==> config.mk <==
export PLATFORM = sky130hd
export DESIGN_NAME = case_insensitive_find_replace_top
export DESIGN_NICKNAME = d
export VERILOG_FILES = /design/src/rtl/cifr_pkg.sv /design/src/rtl/cifr_front.sv /design/src/rtl/cifr_queue.sv /design/src/rtl/cifr_back.sv /design/src/rtl/case_insensitive_find_replace_top.sv
export SDC_FILE = /design/constraint.sdc
export NUM_CORES = 1
export LEC_CHECK = 0
export ABC_AREA = 1
export BUFFER_PORTS_ARGS = -buffer_cell sky130_fd_sc_hd__buf_4
export CORE_MARGIN = 2
export CORE_UTILIZATION = 55
export DETAILED_ROUTE_END_ITERATION = 16
export PLACE_DENSITY = 0.72
export SKIP_CTS_REPAIR_TIMING = 1
export SYNTH_ARGS = -nofsm -noshare
export SYNTH_HDL_FRONTEND = slang
export SYNTH_SLANG_ARGS = --single-unit
==> constraint.sdc <==
create_clock -name clock -period 16 [get_ports clock]
set_input_delay 3.2 -clock clock [delete_from_list [all_inputs] [get_ports clock]]
set_output_delay 3.2 -clock clock [all_outputs]
set_load 0.02 [all_outputs]
==> src/rtl/cifr_pkg.sv <==
// shared types and constants of the find and replace block
// no dependencies
package cifr_pkg;

   localparam int TEXT_BYTES = 8;
   localparam int LEN_W      = 4;
   localparam int POS_W      = 3;
   localparam int CSR_DATA_W = 64;

   typedef enum logic [1:0] {
      CSR_PATTERN_TEXT,
      CSR_PATTERN_LEN,
      CSR_REPLACEMENT_TEXT,
      CSR_REPLACEMENT_LEN
   } cifr_csr_index_type;

   typedef struct packed {
      logic [7:0] in_byte;
      logic       end_of_stream;
   } cifr_req_type;

   typedef struct packed {
      logic [7:0] out_byte;
      logic       run_last;
   } cifr_rsp_type;

   typedef struct packed {
      logic                  we;
      cifr_csr_index_type    index;
      logic [CSR_DATA_W-1:0] data;
   } cifr_csr_type;

   // bytes to emit for one transaction, count is at least one
   typedef struct packed {
      logic [TEXT_BYTES-1:0][7:0] bytes;
      logic [LEN_W-1:0]           count;
   } cifr_job_type;

endpackage

==> src/rtl/cifr_front.sv <==
// front end: config registers, byte window, pattern compare, job build
// depends on cifr_pkg
module cifr_front #(
   parameter int MAX_LEN = 8
) (
   input  logic                  clock,
   input  logic                  reset,
   input  cifr_pkg::cifr_csr_type csr,
   input  logic                  req_valid,
   output logic                  req_ready,
   input  cifr_pkg::cifr_req_type req_payload,
   input  logic                  queue_full,
   output logic                  push_valid,
   output cifr_pkg::cifr_job_type push_job
);
   import cifr_pkg::*;

   logic [CSR_DATA_W-1:0] pattern_ff;
   logic [CSR_DATA_W-1:0] replacement_ff;
   logic [LEN_W-1:0]      pattern_len_ff;
   logic [LEN_W-1:0]      replacement_len_ff;
   logic [LEN_W-1:0]      fill_ff, fill_in;
   logic [7:0]            win_ff   [MAX_LEN];
   logic [7:0]            win_in   [MAX_LEN];
   logic [7:0]            win_next [MAX_LEN];
   logic [7:0]            win_shift[MAX_LEN];
   logic [TEXT_BYTES-1:0][7:0] win_word;

   logic [LEN_W-1:0] plen, rlen, fill_eff, fill_new;
   logic             accept, full_now, match;

   function automatic logic [7:0] fold_upper(input logic [7:0] c);
      if (c >= 8'h61 && c <= 8'h7a) begin
         return c - 8'h20;
      end
      return c;
   endfunction

   assign req_ready = !queue_full;
   assign accept    = req_valid && req_ready;

   always_comb begin
      if (pattern_len_ff == '0) begin
         plen = LEN_W'(1);
      end else if (pattern_len_ff > LEN_W'(MAX_LEN)) begin
         plen = LEN_W'(MAX_LEN);
      end else begin
         plen = pattern_len_ff;
      end
      rlen     = (replacement_len_ff > LEN_W'(MAX_LEN)) ? LEN_W'(MAX_LEN) : replacement_len_ff;
      fill_eff = (fill_ff >= plen) ? '0 : fill_ff;
      fill_new = fill_eff + LEN_W'(1);
      full_now = (fill_new == plen);
   end

   always_comb begin
      match = 1'b1;
      for (int k = 0; k < MAX_LEN; k++) begin
         win_next[k] = (fill_eff == LEN_W'(k)) ? req_payload.in_byte : win_ff[k];
      end
      for (int k = 0; k < MAX_LEN; k++) begin
         if (LEN_W'(k) < plen &&
             fold_upper(win_next[k]) != fold_upper(pattern_ff[8*k +: 8])) begin
            match = 1'b0;
         end
      end
      for (int k = 0; k < MAX_LEN - 1; k++) begin
         win_shift[k] = win_next[k+1];
      end
      win_shift[MAX_LEN-1] = win_next[MAX_LEN-1];
   end

   for (genvar g = 0; g < TEXT_BYTES; g++) begin : g_word
      if (g < MAX_LEN) begin : g_used
         assign win_word[g] = win_next[g];
      end else begin : g_pad
         assign win_word[g] = 8'h00;
      end
   end

   always_comb begin
      fill_in        = fill_ff;
      win_in         = win_ff;
      push_valid     = 1'b0;
      push_job.bytes = win_word;
      push_job.count = fill_new;
      if (accept) begin
         priority if (full_now && match) begin
            push_valid     = (rlen != '0);
            push_job.bytes = replacement_ff;
            push_job.count = rlen;
            fill_in        = '0;
         end else if (full_now) begin
            push_valid     = 1'b1;
            push_job.count = req_payload.end_of_stream ? plen : LEN_W'(1);
            win_in         = win_shift;
            fill_in        = req_payload.end_of_stream ? '0 : plen - LEN_W'(1);
         end else begin
            push_valid = req_payload.end_of_stream;
            win_in     = win_next;
            fill_in    = req_payload.end_of_stream ? '0 : fill_new;
         end
      end
      if (csr.we && csr.index == CSR_PATTERN_LEN) begin
         fill_in = '0;
      end
   end

   always_ff @(posedge clock) begin
      if (reset) begin
         pattern_ff         <= '0;
         replacement_ff     <= '0;
         pattern_len_ff     <= LEN_W'(1);
         replacement_len_ff <= '0;
         fill_ff            <= '0;
      end else begin
         fill_ff <= fill_in;
         if (csr.we) begin
            unique case (csr.index)
               CSR_PATTERN_TEXT:     pattern_ff         <= csr.data;
               CSR_PATTERN_LEN:      pattern_len_ff     <= csr.data[LEN_W-1:0];
               CSR_REPLACEMENT_TEXT: replacement_ff     <= csr.data;
               CSR_REPLACEMENT_LEN:  replacement_len_ff <= csr.data[LEN_W-1:0];
            endcase
         end
      end
   end

   always_ff @(posedge clock) begin
      win_ff <= win_in;
   end

endmodule

==> src/rtl/cifr_queue.sv <==
// two-entry job queue between front and back end
// depends on cifr_pkg
module cifr_queue (
   input  logic                  clock,
   input  logic                  reset,
   input  logic                  push_valid,
   input  cifr_pkg::cifr_job_type push_job,
   output logic                  full,
   input  logic                  pop,
   output logic                  pop_valid,
   output cifr_pkg::cifr_job_type pop_job
);
   import cifr_pkg::*;

   cifr_job_type entry_ff [2];
   logic         wr_ptr_ff, wr_ptr_in;
   logic         rd_ptr_ff, rd_ptr_in;
   logic [1:0]   count_ff, count_in;
   logic         do_push, do_pop;

   assign full      = (count_ff == 2'd2);
   assign pop_valid = (count_ff != 2'd0);
   assign pop_job   = entry_ff[rd_ptr_ff];
   assign do_push   = push_valid && !full;
   assign do_pop    = pop && pop_valid;

   always_comb begin
      wr_ptr_in = wr_ptr_ff ^ do_push;
      rd_ptr_in = rd_ptr_ff ^ do_pop;
      count_in  = count_ff + {1'b0, do_push} - {1'b0, do_pop};
   end

   always_ff @(posedge clock) begin
      if (reset) begin
         wr_ptr_ff <= 1'b0;
         rd_ptr_ff <= 1'b0;
         count_ff  <= 2'd0;
      end else begin
         wr_ptr_ff <= wr_ptr_in;
         rd_ptr_ff <= rd_ptr_in;
         count_ff  <= count_in;
      end
   end

   always_ff @(posedge clock) begin
      if (do_push) begin
         entry_ff[wr_ptr_ff] <= push_job;
      end
   end

endmodule

==> src/rtl/cifr_back.sv <==
// back end: plays out the bytes of each job, one per cycle while rsp_ready is high
// depends on cifr_pkg
module cifr_back (
   input  logic                  clock,
   input  logic                  reset,
   input  logic                  job_valid,
   input  cifr_pkg::cifr_job_type job,
   output logic                  job_pop,
   output logic                  rsp_valid,
   input  logic                  rsp_ready,
   output cifr_pkg::cifr_rsp_type rsp_payload
);
   import cifr_pkg::*;

   cifr_job_type     job_ff;
   logic [POS_W-1:0] pos_ff, pos_in;
   logic             busy_ff, busy_in;
   logic             take, last, load;

   assign rsp_valid            = busy_ff;
   assign last                 = ({1'b0, pos_ff} == job_ff.count - LEN_W'(1));
   assign rsp_payload.out_byte = job_ff.bytes[pos_ff];
   assign rsp_payload.run_last = last;
   assign take                 = busy_ff && rsp_ready;
   assign load                 = (!busy_ff || (take && last)) && job_valid;
   assign job_pop              = load;

   always_comb begin
      busy_in = busy_ff;
      pos_in  = pos_ff;
      priority if (load) begin
         busy_in = 1'b1;
         pos_in  = '0;
      end else if (take && last) begin
         busy_in = 1'b0;
      end else if (take) begin
         pos_in = pos_ff + POS_W'(1);
      end
   end

   always_ff @(posedge clock) begin
      if (reset) begin
         busy_ff <= 1'b0;
         pos_ff  <= '0;
      end else begin
         busy_ff <= busy_in;
         pos_ff  <= pos_in;
      end
   end

   always_ff @(posedge clock) begin
      if (load) begin
         job_ff <= job;
      end
   end

endmodule

==> src/rtl/case_insensitive_find_replace_top.sv <==
// top level of the case-insensitive streaming find and replace block
// depends on cifr_pkg, cifr_front, cifr_queue, cifr_back
//
//   port group  direction  payload
//   req_        in         in_byte, end_of_stream
//   rsp_        out        out_byte, run_last
//   csr_        in         write of pattern and replacement registers
//
// one input transaction per cycle while the job queue has room
// the back end sends result bytes one at a time, stalling on rsp_ready;
// a match emits replacement_len bytes (at most MAX_LEN), an end of stream
// flushes up to MAX_LEN bytes; results pass queue and back end registers
// synchronous reset clears window fill, queue and back end, no clearing pass
module case_insensitive_find_replace_top #(
   parameter int MAX_LEN = 8
) (
   input  logic                          clock,
   input  logic                          reset,
   input  logic                          req_valid,
   output logic                          req_ready,
   input  cifr_pkg::cifr_req_type        req_payload,
   output logic                          rsp_valid,
   input  logic                          rsp_ready,
   output cifr_pkg::cifr_rsp_type        rsp_payload,
   input  logic                          csr_we,
   input  cifr_pkg::cifr_csr_index_type  csr_index,
   input  logic [cifr_pkg::CSR_DATA_W-1:0] csr_wdata
);
   import cifr_pkg::*;

   cifr_csr_type csr;
   cifr_job_type push_job, pop_job;
   logic         push_valid, queue_full, pop, pop_valid;

   assign csr.we    = csr_we;
   assign csr.index = csr_index;
   assign csr.data  = csr_wdata;

   cifr_front #(.MAX_LEN(MAX_LEN)) u_front (
      .clock       (clock),
      .reset       (reset),
      .csr         (csr),
      .req_valid   (req_valid),
      .req_ready   (req_ready),
      .req_payload (req_payload),
      .queue_full  (queue_full),
      .push_valid  (push_valid),
      .push_job    (push_job)
   );

   cifr_queue u_queue (
      .clock      (clock),
      .reset      (reset),
      .push_valid (push_valid),
      .push_job   (push_job),
      .full       (queue_full),
      .pop        (pop),
      .pop_valid  (pop_valid),
      .pop_job    (pop_job)
   );

   cifr_back u_back (
      .clock       (clock),
      .reset       (reset),
      .job_valid   (pop_valid),
      .job         (pop_job),
      .job_pop     (pop),
      .rsp_valid   (rsp_valid),
      .rsp_ready   (rsp_ready),
      .rsp_payload (rsp_payload)
   );

endmodule

==> impl_metrics.toml <==
[sta]
finalSetupTns_ps = 0
hold_viol = 0
setup_viol = 0
fin_crit_ps = 6727
fin_skew_ps = 17.18
max_clock_freq_mhz = 148.7
period_share = 0.4204
tightest_slew_ps = 1163
slew_violations = 0
rsz0062_at_grt = "false"
relSlewSlack = 0.2249

[worst_setup_path]
endpoint_kind = "flip-flop"
arrival_ps = 6920
start_kind = "flip-flop"
slowest_stage = "buf_4"
cp_num_buf_inv = 8
cp.depth = 30
crit_family = "simple AND/OR/NAND/NOR gates"
r2r-start = "u_front.pattern_len_ff[1]"
crit_start = "u_front.pattern_len_ff[1]"
critPathMaxStageDelay_ps = 660
critPathMaxFanout = 53
required_ps = 16200
reg2reg_depth = 30
path_class = "flip-flop to flip-flop"

[yosys]
ys_seq_area_frac = 0.5363
syn_nets = 2520
netlist_area_um2 = 20530
synthArstFlopShare = 0
synth_edf_count = 268
ys_ff_latch = 416
synth_cells = 2406
ys_types = 48
syn_area_per_cell_um2 = 8.533
synth_ff_type = "edfxtp_1"
yosysWarningCount = 0

[power]
p_sw_mw = 1.211
seqPwrFrac = 0.441
power.leakage_nw = 9.421
clkPwrFrac = 0.277
combPwrFrac = 0.283
power_density_nw_per_um2 = 155.1
internal-power_mw = 2.312
swShare = 0.3438
ir_worst_vdd_v = 0.0001022

[drt]
drc = 0
drt-wirelength-per-cell_um = 18.50
drtAntennaViolNets = 0
first_pass_iters = 7
routed-via-count = 16538
dr.first_iter.drc_count = 1381
routed_wirelength_mm = 54.54
via_per_inst = 5.610

[cts]
clk_pin_slew_worst_paths_ps = 60
cts_buffers = 43
clock_latency_ps = 580
cts_tree = "built"
cts-root-buf = "clkbuf_16"
clock_sinks = 416
clockBufferDepth = 3
h-tree-depth = 2

[place]
dp_cells = 2868
portBuffers = 90
gp_congestion = 0.8841
place_hpwl_mm = 38.03

[min_path]
hp-class = "flip-flop to flip-flop"
holdPathStages = 1
min-delay-start = "u_queue.count_ff[1]"

[die]
die_w_um = 197.2
core_um2 = 36700
rows = 70
dieArea_um2 = 38890
die_h_um = 197.2
ios = 91
start_util = 0.5595

[outcome]
status = "completed"

[grt]
grt_max_degree = 138
grt_pass1_vias = 15628
antenna_found_initial = 3
overflow = 0
track_usage = 0.2837
grt_pass1_wl_mm = 84.88

[layout]
n_fill_cell = 3192
final_cell_mix = "nand2_1, nor2_1, edfxtp_1, o21ai_0, inv_1"
drive_gt1_frac = 0.1291
fin_cells = 2948
syn2layout_area_growth_pct = 10.65
fin_nets = 2559
final_common_cell = "nand2_1"

[flow_run]
maxCapViolations = 0
per-layer routing:
metal	GRT usage	share of wire	up-vias
met1	0.4023	0.45	7791
met4	0.1106	0.035	0
li1	-	-	8065
met2	0.4443	0.45	574
met5	0	0	-
met3	0.03824	0.068	108
kinds of logic (layout without fill, tap and decap cells):
group / Yosys count / count (layout) / synth area share
DFF: 416 / 416 / 0.5363
other: 0 / 1 / 0
xor gates and xnor gates: 31 / 31 / 0.01322
adders and majority gates: 34 / 34 / 0.02072
muxes: 2 / 2 / 0.0009751
AOI/OAI and AO/OA: 458 / 458 / 0.1276
buffers and inverters: 323 / 396 / 0.06771
and+or+nand+nor: 1142 / 1142 / 0.2335
worst register-to-register path, delay by kind of cell (launching register included):
kind | cells | cell delay [ps]
AND/OR/NAND/NOR | 15 | 1830
adder cells (fa/ha/maj) | 4 | 1560
buffers and inverters | 8 | 1400
AO/OA/AOI/OAI | 3 | 1150
flip-flops | 1 | 300
registers in the layout, summed over array words and instances, names as in the netlist, 2 cells and up:
register,count
u_back.job_ff,68
u_back.pos_ff,3
u_front.fill_ff,4
u_front.pattern_ff,64
u_front.pattern_len_ff,4
u_front.replacement_ff,64
u_front.replacement_len_ff,4
u_front.win_ff,64
u_queue.count_ff,2
u_queue.entry_ff,136
cell usage after synthesis, types with 22 or more instances:
| master | instances | share of area |
|---|---|---|
| nand3_1 | 122 | 0.030 |
| o21ai_1 | 54 | 0.013 |
| nor2_1 | 312 | 0.057 |
| nand4_1 | 26 | 0.0079 |
| o21ai_2 | 50 | 0.021 |
| ha_1 | 34 | 0.021 |
| a21oi_1 | 71 | 0.017 |
| nand2_1 | 586 | 0.11 |
| edfxtp_1 | 268 | 0.39 |
| dfxtp_1 | 148 | 0.14 |
| clkbuf_1 | 84 | 0.015 |
| nand2_2 | 47 | 0.014 |
| inv_1 | 194 | 0.035 |
| o21ai_0 | 238 | 0.058 |
| xor2_1 | 22 | 0.0094 |
cell type report:
class	instances	area, um2	area share
flip-flops and latches	416	11010	0.4847
multi-input cells	1667	8164	0.3594
clock buffers	63	1231	0.05420
repair buffers	106	795.8	0.03503
inverters	211	793.3	0.03492
well taps	468	585.6	0.02578
clock inverters	16	132.6	0.005838
diodes	1	2.502	0.0001102
worst paths after layout:
path              slack [ps]                 endpoint
setup / recovery        9270  u_queue.entry_ff[1][38]
hold / removal           470      u_queue.count_ff[1]
setup reg to reg        9270  u_queue.entry_ff[1][38]
hold reg to reg          470      u_queue.count_ff[1]
metrics by stage:
stage	util	total power, mW	cell area (um2)	hold slack, ps	worst slack (ps)
after floorplan	-	2.221	20530	439.4	7668
after global placement	0.5818	2.530	21350	455.3	8781
after detailed placement	0.5818	2.559	21350	469.5	8729
after CTS	0.6190	3.533	22710	475.9	9310
after global routing	0.6190	3.707	22720	495.8	8693
final	0.6190	3.523	22720	473.5	9273
power groups by stage:
stage	Combinational, mW	Sequential, mW	Clock (mW)
floorplan	0.667	1.55	0
global placement	0.962	1.57	0
detailed placement	0.984	1.58	0
CTS	0.987	1.55	0.992
global route	1.11	1.57	1.03
finish	0.995	1.55	0.974
No activity file was read; power rests on OpenSTA's default activity.
